===== config.mk =====
export PLATFORM = sky130hd
export DESIGN_NAME = linear_interp_resampler_core
export DESIGN_NICKNAME = d
export VERILOG_FILES = /design/src/design/lirs_pkg.sv /design/src/design/lirs_ctrl.sv /design/src/design/lirs_dp.sv /design/src/design/linear_interp_resampler_core.sv
export SDC_FILE = /design/constraint.sdc
export NUM_CORES = 2
export LEC_CHECK = 0
export BUFFER_PORTS_ARGS = -buffer_cell sky130_fd_sc_hd__clkbuf_2
export CORE_MARGIN = 2
export CORE_UTILIZATION = 50
export CTS_BUF_LIST = sky130_fd_sc_hd__clkbuf_2 sky130_fd_sc_hd__clkbuf_4 sky130_fd_sc_hd__clkbuf_8
export DETAILED_ROUTE_END_ITERATION = 16
export PLACE_DENSITY = 0.73
export SETUP_SLACK_MARGIN = 0.02
export SYNTH_ARGS = -nofsm -noshare
export SYNTH_HDL_FRONTEND = slang
export SYNTH_SLANG_ARGS = --single-unit

===== constraint.sdc =====
create_clock -name clk -period 7.94 [get_ports clk]
set_input_delay 0.794 -clock clk [delete_from_list [all_inputs] [get_ports clk]]
set_output_delay 0.794 -clock clk [all_outputs]
set_load 0.02 [all_outputs]

===== src/design/lirs_pkg.sv =====
// Shared constants and controller/datapath interface types for the resampler.
`default_nettype none
package lirs_pkg;

  localparam int SAMPLE_BITS = 16;
  localparam int FRAC_BITS   = 16;
  localparam int COUNT_BITS  = 32;
  localparam int PHASE_BITS  = COUNT_BITS + FRAC_BITS;
  localparam int STEP_BITS   = 21;
  localparam int CHAN_BITS   = 2;
  localparam int RESULT_CAP  = 34;
  localparam int NUM_BITS    = 6;
  localparam int IDX_BITS    = 2;
  localparam int DATA_BITS   = 32;
  localparam int PROD_BITS   = 2 * (SAMPLE_BITS + 1);

  localparam logic [IDX_BITS-1:0] CFG_PHASE_STEP    = 2'd0;
  localparam logic [IDX_BITS-1:0] CFG_OUTPUT_FRAMES = 2'd1;
  localparam logic [IDX_BITS-1:0] CFG_CHANNEL_COUNT = 2'd2;

  localparam logic [STEP_BITS-1:0]  STEP_RESET  = 21'd65536;
  localparam logic [CHAN_BITS-1:0]  CHAN_RESET  = 2'd2;

  typedef struct packed {
    logic load_in;  // capture input word, start a new item
    logic push;     // move pending result into the output register
    logic last;     // pushed result closes the item
    logic rep;      // build a repeat result from the current frame
    logic mul;      // register interpolation products
    logic add;      // finish interpolated result, advance phase
    logic finish;   // update held frame and counters, item done
  } lirs_cmd_t;

  typedef struct packed {
    logic cond_lerp;
    logic cond_rep;
    logic have_pend;
    logic out_free;
  } lirs_stat_t;

endpackage
`default_nettype wire


===== src/design/lirs_ctrl.sv =====
// Controller state machine sequencing interpolation and repeat results.
`default_nettype none
module lirs_ctrl (
  input  wire logic                clk,
  input  wire logic                rst_n,
  input  wire logic                in_tvalid,
  output logic                     in_tready,
  output lirs_pkg::lirs_cmd_t      cmd,
  input  wire lirs_pkg::lirs_stat_t stat
);

  typedef enum logic [3:0] {
    ST_IDLE  = 4'b0001,
    ST_CHECK = 4'b0010,
    ST_MUL   = 4'b0100,
    ST_ADD   = 4'b1000
  } state_t;

  state_t state_r, state_nxt;
  logic   done;
  logic   stall;

  assign in_tready = (state_r == ST_IDLE);
  assign done      = !stat.cond_lerp && !stat.cond_rep;
  assign stall     = stat.have_pend && !stat.out_free;

  always_comb begin
    state_nxt = state_r;
    cmd       = '0;
    unique case (state_r)
      ST_IDLE: begin
        if (in_tvalid) begin
          cmd.load_in = 1'b1;
          state_nxt   = ST_CHECK;
        end
      end
      ST_CHECK: begin
        if (!stall) begin
          cmd.push = stat.have_pend;
          cmd.last = done;
          priority if (stat.cond_lerp) begin
            state_nxt = ST_MUL;
          end else if (stat.cond_rep) begin
            cmd.rep = 1'b1;
          end else begin
            cmd.finish = 1'b1;
            state_nxt  = ST_IDLE;
          end
        end
      end
      ST_MUL: begin
        cmd.mul   = 1'b1;
        state_nxt = ST_ADD;
      end
      ST_ADD: begin
        cmd.add   = 1'b1;
        state_nxt = ST_CHECK;
      end
      default: state_nxt = ST_IDLE;
    endcase
  end

  always_ff @(posedge clk) begin
    if (!rst_n) begin
      state_r <= ST_IDLE;
    end else begin
      state_r <= state_nxt;
    end
  end

endmodule
`default_nettype wire


===== src/design/lirs_dp.sv =====
// Datapath: registers, phase accumulator, interpolation and output register.
`default_nettype none
module lirs_dp (
  input  wire logic                                clk,
  input  wire logic                                rst_n,
  input  wire lirs_pkg::lirs_cmd_t                 cmd,
  output lirs_pkg::lirs_stat_t                     stat,
  input  wire logic                                cfg_valid,
  input  wire logic [lirs_pkg::IDX_BITS-1:0]       cfg_index,
  input  wire logic [lirs_pkg::DATA_BITS-1:0]      cfg_data,
  input  wire logic signed [lirs_pkg::SAMPLE_BITS-1:0] in_left,
  input  wire logic signed [lirs_pkg::SAMPLE_BITS-1:0] in_right,
  input  wire logic                                in_final,
  output logic                                     out_valid,
  input  wire logic                                out_ready,
  output logic signed [lirs_pkg::SAMPLE_BITS-1:0]  out_left,
  output logic signed [lirs_pkg::SAMPLE_BITS-1:0]  out_right,
  output logic                                     out_run_end,
  output logic                                     out_stream_end
);

  localparam int SB = lirs_pkg::SAMPLE_BITS;
  localparam int FB = lirs_pkg::FRAC_BITS;
  localparam int CB = lirs_pkg::COUNT_BITS;
  localparam int PB = lirs_pkg::PHASE_BITS;
  localparam int XB = lirs_pkg::PROD_BITS;

  // configuration
  logic [lirs_pkg::STEP_BITS-1:0] step_r;
  logic [CB-1:0]                  total_r;
  logic [lirs_pkg::CHAN_BITS-1:0] chan_r;
  logic                           stereo;

  // item and sound state
  logic signed [SB-1:0] cur_l_r, cur_r_r, held_l_r, held_r_r;
  logic                 fin_r;
  logic [PB-1:0]        phase_r;
  logic [CB-1:0]        seen_r, fout_r, fout_inc;
  logic [lirs_pkg::NUM_BITS-1:0] n_r;

  // interpolation
  logic signed [SB:0]   diff_l, diff_r, frac_s;
  logic signed [XB-1:0] prod_l_r, prod_r_r;
  logic signed [SB+1:0] sum_l, sum_r;

  // pending result
  logic                 have_pend_r, pend_send_r;
  logic signed [SB-1:0] pend_l_r, pend_r_r;

  // output register
  logic                 out_valid_r, out_last_r, out_send_r;
  logic signed [SB-1:0] out_l_r, out_r_r;

  logic cnt_ok;

  assign stereo   = chan_r[1];
  assign fout_inc = fout_r + 1'b1;
  assign cnt_ok   = (n_r < lirs_pkg::NUM_BITS'(lirs_pkg::RESULT_CAP)) && (fout_r < total_r);

  assign stat.cond_lerp = (seen_r != '0) && cnt_ok && (phase_r[PB-1:FB] < seen_r);
  assign stat.cond_rep  = fin_r && cnt_ok;
  assign stat.have_pend = have_pend_r;
  assign stat.out_free  = !out_valid_r || out_ready;

  assign diff_l = {cur_l_r[SB-1], cur_l_r} - {held_l_r[SB-1], held_l_r};
  assign diff_r = {cur_r_r[SB-1], cur_r_r} - {held_r_r[SB-1], held_r_r};
  assign frac_s = {1'b0, phase_r[FB-1:0]};
  assign sum_l  = {{2{held_l_r[SB-1]}}, held_l_r} + prod_l_r[XB-1:FB];
  assign sum_r  = {{2{held_r_r[SB-1]}}, held_r_r} + prod_r_r[XB-1:FB];

  always_ff @(posedge clk) begin
    if (!rst_n) begin
      step_r  <= lirs_pkg::STEP_RESET;
      total_r <= '0;
      chan_r  <= lirs_pkg::CHAN_RESET;
    end else if (cfg_valid) begin
      unique case (cfg_index)
        lirs_pkg::CFG_PHASE_STEP:    step_r  <= cfg_data[lirs_pkg::STEP_BITS-1:0];
        lirs_pkg::CFG_OUTPUT_FRAMES: total_r <= cfg_data[CB-1:0];
        lirs_pkg::CFG_CHANNEL_COUNT: chan_r  <= cfg_data[lirs_pkg::CHAN_BITS-1:0];
        default: ;
      endcase
    end
  end

  // payload registers
  always_ff @(posedge clk) begin
    if (cmd.load_in) begin
      cur_l_r <= in_left;
      cur_r_r <= stereo ? in_right : '0;
      fin_r   <= in_final;
    end
    if (cmd.mul) begin
      prod_l_r <= diff_l * frac_s;
      prod_r_r <= diff_r * frac_s;
    end
    if (cmd.add) begin
      pend_l_r    <= sum_l[SB-1:0];
      pend_r_r    <= stereo ? sum_r[SB-1:0] : '0;
      pend_send_r <= (fout_inc == total_r);
    end else if (cmd.rep) begin
      pend_l_r    <= cur_l_r;
      pend_r_r    <= cur_r_r;
      pend_send_r <= (fout_inc == total_r);
    end
    if (cmd.push) begin
      out_l_r    <= pend_l_r;
      out_r_r    <= pend_r_r;
      out_last_r <= cmd.last;
      out_send_r <= pend_send_r || (cmd.last && fin_r);
    end
  end

  // control and sound state
  always_ff @(posedge clk) begin
    if (!rst_n) begin
      held_l_r    <= '0;
      held_r_r    <= '0;
      phase_r     <= '0;
      seen_r      <= '0;
      fout_r      <= '0;
      n_r         <= '0;
      have_pend_r <= 1'b0;
      out_valid_r <= 1'b0;
    end else begin
      if (cmd.load_in) begin
        n_r <= '0;
      end
      if (cmd.add || cmd.rep) begin
        fout_r <= fout_inc;
        n_r    <= n_r + 1'b1;
      end
      if (cmd.add) begin
        phase_r <= phase_r + PB'(step_r);
      end
      priority if (cmd.add || cmd.rep) begin
        have_pend_r <= 1'b1;
      end else if (cmd.push || cmd.load_in) begin
        have_pend_r <= 1'b0;
      end else begin
        have_pend_r <= have_pend_r;
      end
      if (cmd.finish) begin
        if (fin_r) begin
          held_l_r <= '0;
          held_r_r <= '0;
          phase_r  <= '0;
          seen_r   <= '0;
          fout_r   <= '0;
        end else begin
          held_l_r <= cur_l_r;
          held_r_r <= cur_r_r;
          seen_r   <= seen_r + 1'b1;
        end
      end
      if (cmd.push) begin
        out_valid_r <= 1'b1;
      end else if (out_ready) begin
        out_valid_r <= 1'b0;
      end
    end
  end

  assign out_valid      = out_valid_r;
  assign out_left       = out_l_r;
  assign out_right      = out_r_r;
  assign out_run_end    = out_last_r;
  assign out_stream_end = out_send_r;

endmodule
`default_nettype wire


===== src/design/linear_interp_resampler_core.sv =====
// Top level of the linear interpolation sample rate converter.
//
//  channel  | direction | handshake               | payload
//  in_      | slave     | in_tvalid / in_tready   | tdata {right,left}, tlast final frame
//  out_     | master    | out_tvalid / out_tready | tdata {right,left}, tlast run end,
//           |           |                         | tuser stream end
//  cfg_     | slave     | cfg_valid / cfg_ready   | cfg_index, cfg_data
//
// A word is accepted in IDLE and closed in CHECK. Each interpolated result takes a
// multiply (shared pair of 17x17 multipliers) then an add; a repeat is built in CHECK.
// Results leave through a single output register; a full register stalls the
// sequencer. rst_n is synchronous; config resets to step 1.0, zero frames, stereo.
// cfg_ready is always high.
`default_nettype none
module linear_interp_resampler_core (
  input  wire logic        clk,
  input  wire logic        rst_n,
  input  wire logic        in_tvalid,
  output logic             in_tready,
  input  wire logic [31:0] in_tdata,   // [15:0] sample_left, [31:16] sample_right
  input  wire logic        in_tlast,
  output logic             out_tvalid,
  input  wire logic        out_tready,
  output logic [31:0]      out_tdata,  // [15:0] out_left, [31:16] out_right
  output logic             out_tlast,
  output logic             out_tuser,  // [0] stream_end
  input  wire logic        cfg_valid,
  output logic             cfg_ready,
  input  wire logic [lirs_pkg::IDX_BITS-1:0]  cfg_index,
  input  wire logic [lirs_pkg::DATA_BITS-1:0] cfg_data
);

  localparam int SB = lirs_pkg::SAMPLE_BITS;

  lirs_pkg::lirs_cmd_t  cmd;
  lirs_pkg::lirs_stat_t stat;
  logic signed [SB-1:0] res_l, res_r;

  assign cfg_ready = 1'b1;

  lirs_ctrl u_ctrl (
    .clk       (clk),
    .rst_n     (rst_n),
    .in_tvalid (in_tvalid),
    .in_tready (in_tready),
    .cmd       (cmd),
    .stat      (stat)
  );

  lirs_dp u_dp (
    .clk            (clk),
    .rst_n          (rst_n),
    .cmd            (cmd),
    .stat           (stat),
    .cfg_valid      (cfg_valid),
    .cfg_index      (cfg_index),
    .cfg_data       (cfg_data),
    .in_left        (in_tdata[SB-1:0]),
    .in_right       (in_tdata[2*SB-1:SB]),
    .in_final       (in_tlast),
    .out_valid      (out_tvalid),
    .out_ready      (out_tready),
    .out_left       (res_l),
    .out_right      (res_r),
    .out_run_end    (out_tlast),
    .out_stream_end (out_tuser)
  );

  assign out_tdata = {res_r, res_l};

`ifndef SYNTHESIS
  a_push_free: assert property (@(posedge clk) disable iff (!rst_n)
    cmd.push |-> stat.out_free)
    else $error("result pushed into a full output register");

  a_busy_after_accept: assert property (@(posedge clk) disable iff (!rst_n)
    (in_tvalid && in_tready) |=> !in_tready)
    else $error("input taken again before the word was processed");

  a_stream_end_last: assert property (@(posedge clk) disable iff (!rst_n)
    (out_tvalid && out_tuser) |-> out_tlast)
    else $error("stream end on a result that does not close its word");
`endif

endmodule
`default_nettype wire


==> out/results.ini <==
[placement]
io_buffers=107
final_weighted_congestion_in_routability_driven_placement=0.925
dpl_worst_slack_ns=-0.929
place_hpwl_um=74500
dp.cells=5508

[clock_tree]
cts-buffers-inserted=56
clk_pin_slew_worst_paths_ns=0.06
tritoncts=built
cts-hold-fix-buffers=0
clkLatencyLatePin_ns=0.66
ctsLongestPathBuffers=3
clock_sinks=342
htree_num_levels=2
clockRootBuffer=clkbuf_8

[power]
power_leakage_nw=21.0
power-per-cell-area_nw_per_um2=105
power.total_w=0.00458
ir_drop_mv=0.132

[die]
chipHeight_um=281
fp.dieArea_um2=79100
boundaryPins=109
placement_rows=101
core_region_area_um2=76100
die_x_extent_um=281
initial_standard_cell_utilization_of_the_core_pct=50.6

[global_routing]
grt_overflow=0
grt_pass1_vias=30900
grt_max_degree=79
antenna_found_initial=2
gr-usage-all-layers_pct=24.6
grt_first_pass_wirelength_um=157000

[route]
drt_iter0_drc=1706
route.detailed.wl_per_inst_um=17.0
first_pass_iters=5
dr_total_vias=29900
finalWirelength_um=95700
drt-vias-per-instance=5.30
drc=0
ant_nets=0

[critical_path]
worst_path_most_repeated_cell=fa_1
max_stage_delay_ns=0.56
endpoint_required_time_on_the_critical_path_ns=8.31
crit_path_end_kind=register
worstSetupPathType=reg -> reg
timing.reg2reg.worst_path_depth=34
reg2reg_start=u_dp.cur_r_r[0]
setup.worst_path.start_class=register
critical_path_peak_fanout=5
regToRegSetupSlack_ns=-0.98
worstPathArrival_ns=9.29
reg2reg_to=u_dp.prod_r_r[31]
crit_slowest_cell=fa_1

[yosys]
synth.top_cells.by_count=inv_1, fa_1, nand2_1
yosys_synthesis_warning_count=0
syn_avg_cell_area_um2=8.99
synth-seq-area-share_pct=21.2
synth.top_cells.by_area=fa_1, dfxtp_1, edfxtp_1
synth-edff-count=132
async_sr_flop_fraction_pct=0
synth_fp_nets=5187
cell_accounting_for_the_most_synthesized_area=fa_1
synth_top_cell_area_share_pct=27.2
postSynthRegisterBits=342
postSynthCellCount=4277
synthMostInstantiatedCell=inv_1
netlist-cell-type-count=81
post_synth_instance_area_um2=38500
synthFlopType=dfxtp_1

[status]
run_status=finished, violations left
failing_checks=setup timing

[layout]
syn2layout_area_growth_pct=14.0
fin_nets=5469
drive_above_1_share_pct=13.7
fin_cells=5637

[timing]
slew_headroom_pct=21.0
tcrit_tclk_final_pct=112
setup_slack_ns=-0.980
finalWorstPathRequiredPeriod_ns=8.92
report.final.slew_viol_count=0
setup_repair_after_global_routing_missed_its_margin=yes
timing_worst_slew_pin_value_ns=1.19
finalSetupViolations=9
clock.fmax_mhz=112
report.final.hold_viol_count=0
finalClockSkew_ns=0.0310
setup_total_negative_slack_ns=-4.86

[worst_hold_path]
hold_path.class=in -> reg
hold_path_depth=1
worst_hold_startpoint=in_tdata[7]
timing.hold.worst_endpoint=u_dp.cur_l_r[7]

[flow_run]
timing.max_cap.violations=0

==> state kept, by name (all words and copies together) (netlist names), 4 cells and up <==
| register | cells |
|---|---|
| u_dp.phase_r | 48 |
| u_dp.fout_r | 32 |
| u_dp.seen_r | 32 |
| u_dp.total_r | 32 |
| u_dp.step_r | 21 |
| u_dp.cur_l_r | 16 |
| u_dp.cur_r_r | 16 |
| u_dp.held_l_r | 16 |
| u_dp.held_r_r | 16 |
| u_dp.out_left | 16 |
| u_dp.out_right | 16 |
| u_dp.pend_l_r | 16 |
| u_dp.pend_r_r | 16 |
| u_dp.prod_l_r | 16 |
| u_dp.prod_r_r | 16 |
| u_dp.n_r | 6 |
| u_ctrl.state_r | 4 |
==> report_power, final <==
group / internal [W] / switching [W]
clock: 0.00103 / 0.000779
sequential: 0.00186 / 0.0000325
combinational: 0.000349 / 0.000525
==> cell families after synthesis <==
logic type	Yosys count	synth area share (%)
compound gates	530	8.84
buf+inv	980	9.62
other cells	1	0.00975
mux	2	0.0521
simple gates	1342	17.3
flops	342	21.2
fa+ha+maj	838	37.5
xor+xnor	242	5.51
==> critical path: cells and delay by family, from the launching register on <==
kind,cells,cell delay (ns)
DFF,1,0.40
AOI/OAI and AO/OA,16,3.59
and+or+nand+nor,2,0.56
buffers and inverters,7,0.56
xor gates and xnor gates,1,0.13
adders and majority gates,8,3.42
==> worst max path at each step <==
stage / depth (start not counted) / end / from / slack (ns)
3_5_place_dp: 35 / u_dp.prod_r_r[30] / u_dp.cur_r_r[0] / -0.93
4_1_cts: 35 / u_dp.prod_r_r[30] / u_dp.cur_r_r[0] / -0.78
2_1_floorplan: 33 / u_dp.prod_r_r[31] / u_dp.held_r_r[1] / -0.47
3_3_place_gp: 33 / u_dp.prod_r_r[31] / u_dp.cur_r_r[0] / -0.81
6_report: 34 / u_dp.prod_r_r[31] / u_dp.cur_r_r[0] / -0.98
5_1_grt: 34 / u_dp.prod_r_r[31] / u_dp.cur_r_r[0] / -1.28
==> stage by stage <==
step	util [%]	hold WS, ns	cell area, µm²
finish	57.6	0.315	43800
global route	57.6	0.275	43800
CTS	57.1	0.261	43500
detailed placement	55.0	0.405	41800
global placement	55.0	0.401	41800
floorplan	-	0.400	38500
==> placed cells by master (no fill, tap or decap), types with 132 or more instances in the layout <==
| master | n |
|---|---|
| nor2_1 | 197 |
| and2_1 | 228 |
| edfxtp_1 | 132 |
| a21oi_1 | 171 |
| inv_1 | 789 |
| buf_4 | 277 |
| xnor2_1 | 157 |
| nand2_1 | 482 |
| ha_1 | 305 |
| dfxtp_1 | 208 |
| fa_1 | 516 |
==> metal layers <==
layer  GRT usage (%)  vias up  routed length (µm)
met5               0        -                   0
met4            7.01        0                2580
met3            3.14      184                5030
met2            43.0      771               47200
met1            32.2    14800               40900
li1                -    14100                   -
==> area by class of cell <==
cell class | instances | area [µm²]
clock buffer | 73 | 967
fill | 6612 | 32200
timing repair buffer | 396 | 2810
antenna | 1 | 2.50
sequential | 342 | 8170
clock inverter | 32 | 348
multi-input combinational | 2955 | 27200
tap | 1030 | 1290
inverter | 808 | 3030
==> timing repair <==
action                                 in CTS  in global routing
resized for setup                          54                 66
pin swaps                                  57                 70
setup endpoints to repair                  23                 28
buffers inserted                           10                 13
endpoints found under the hold margin       0                  0
No activity file was read; power rests on OpenSTA's default activity.
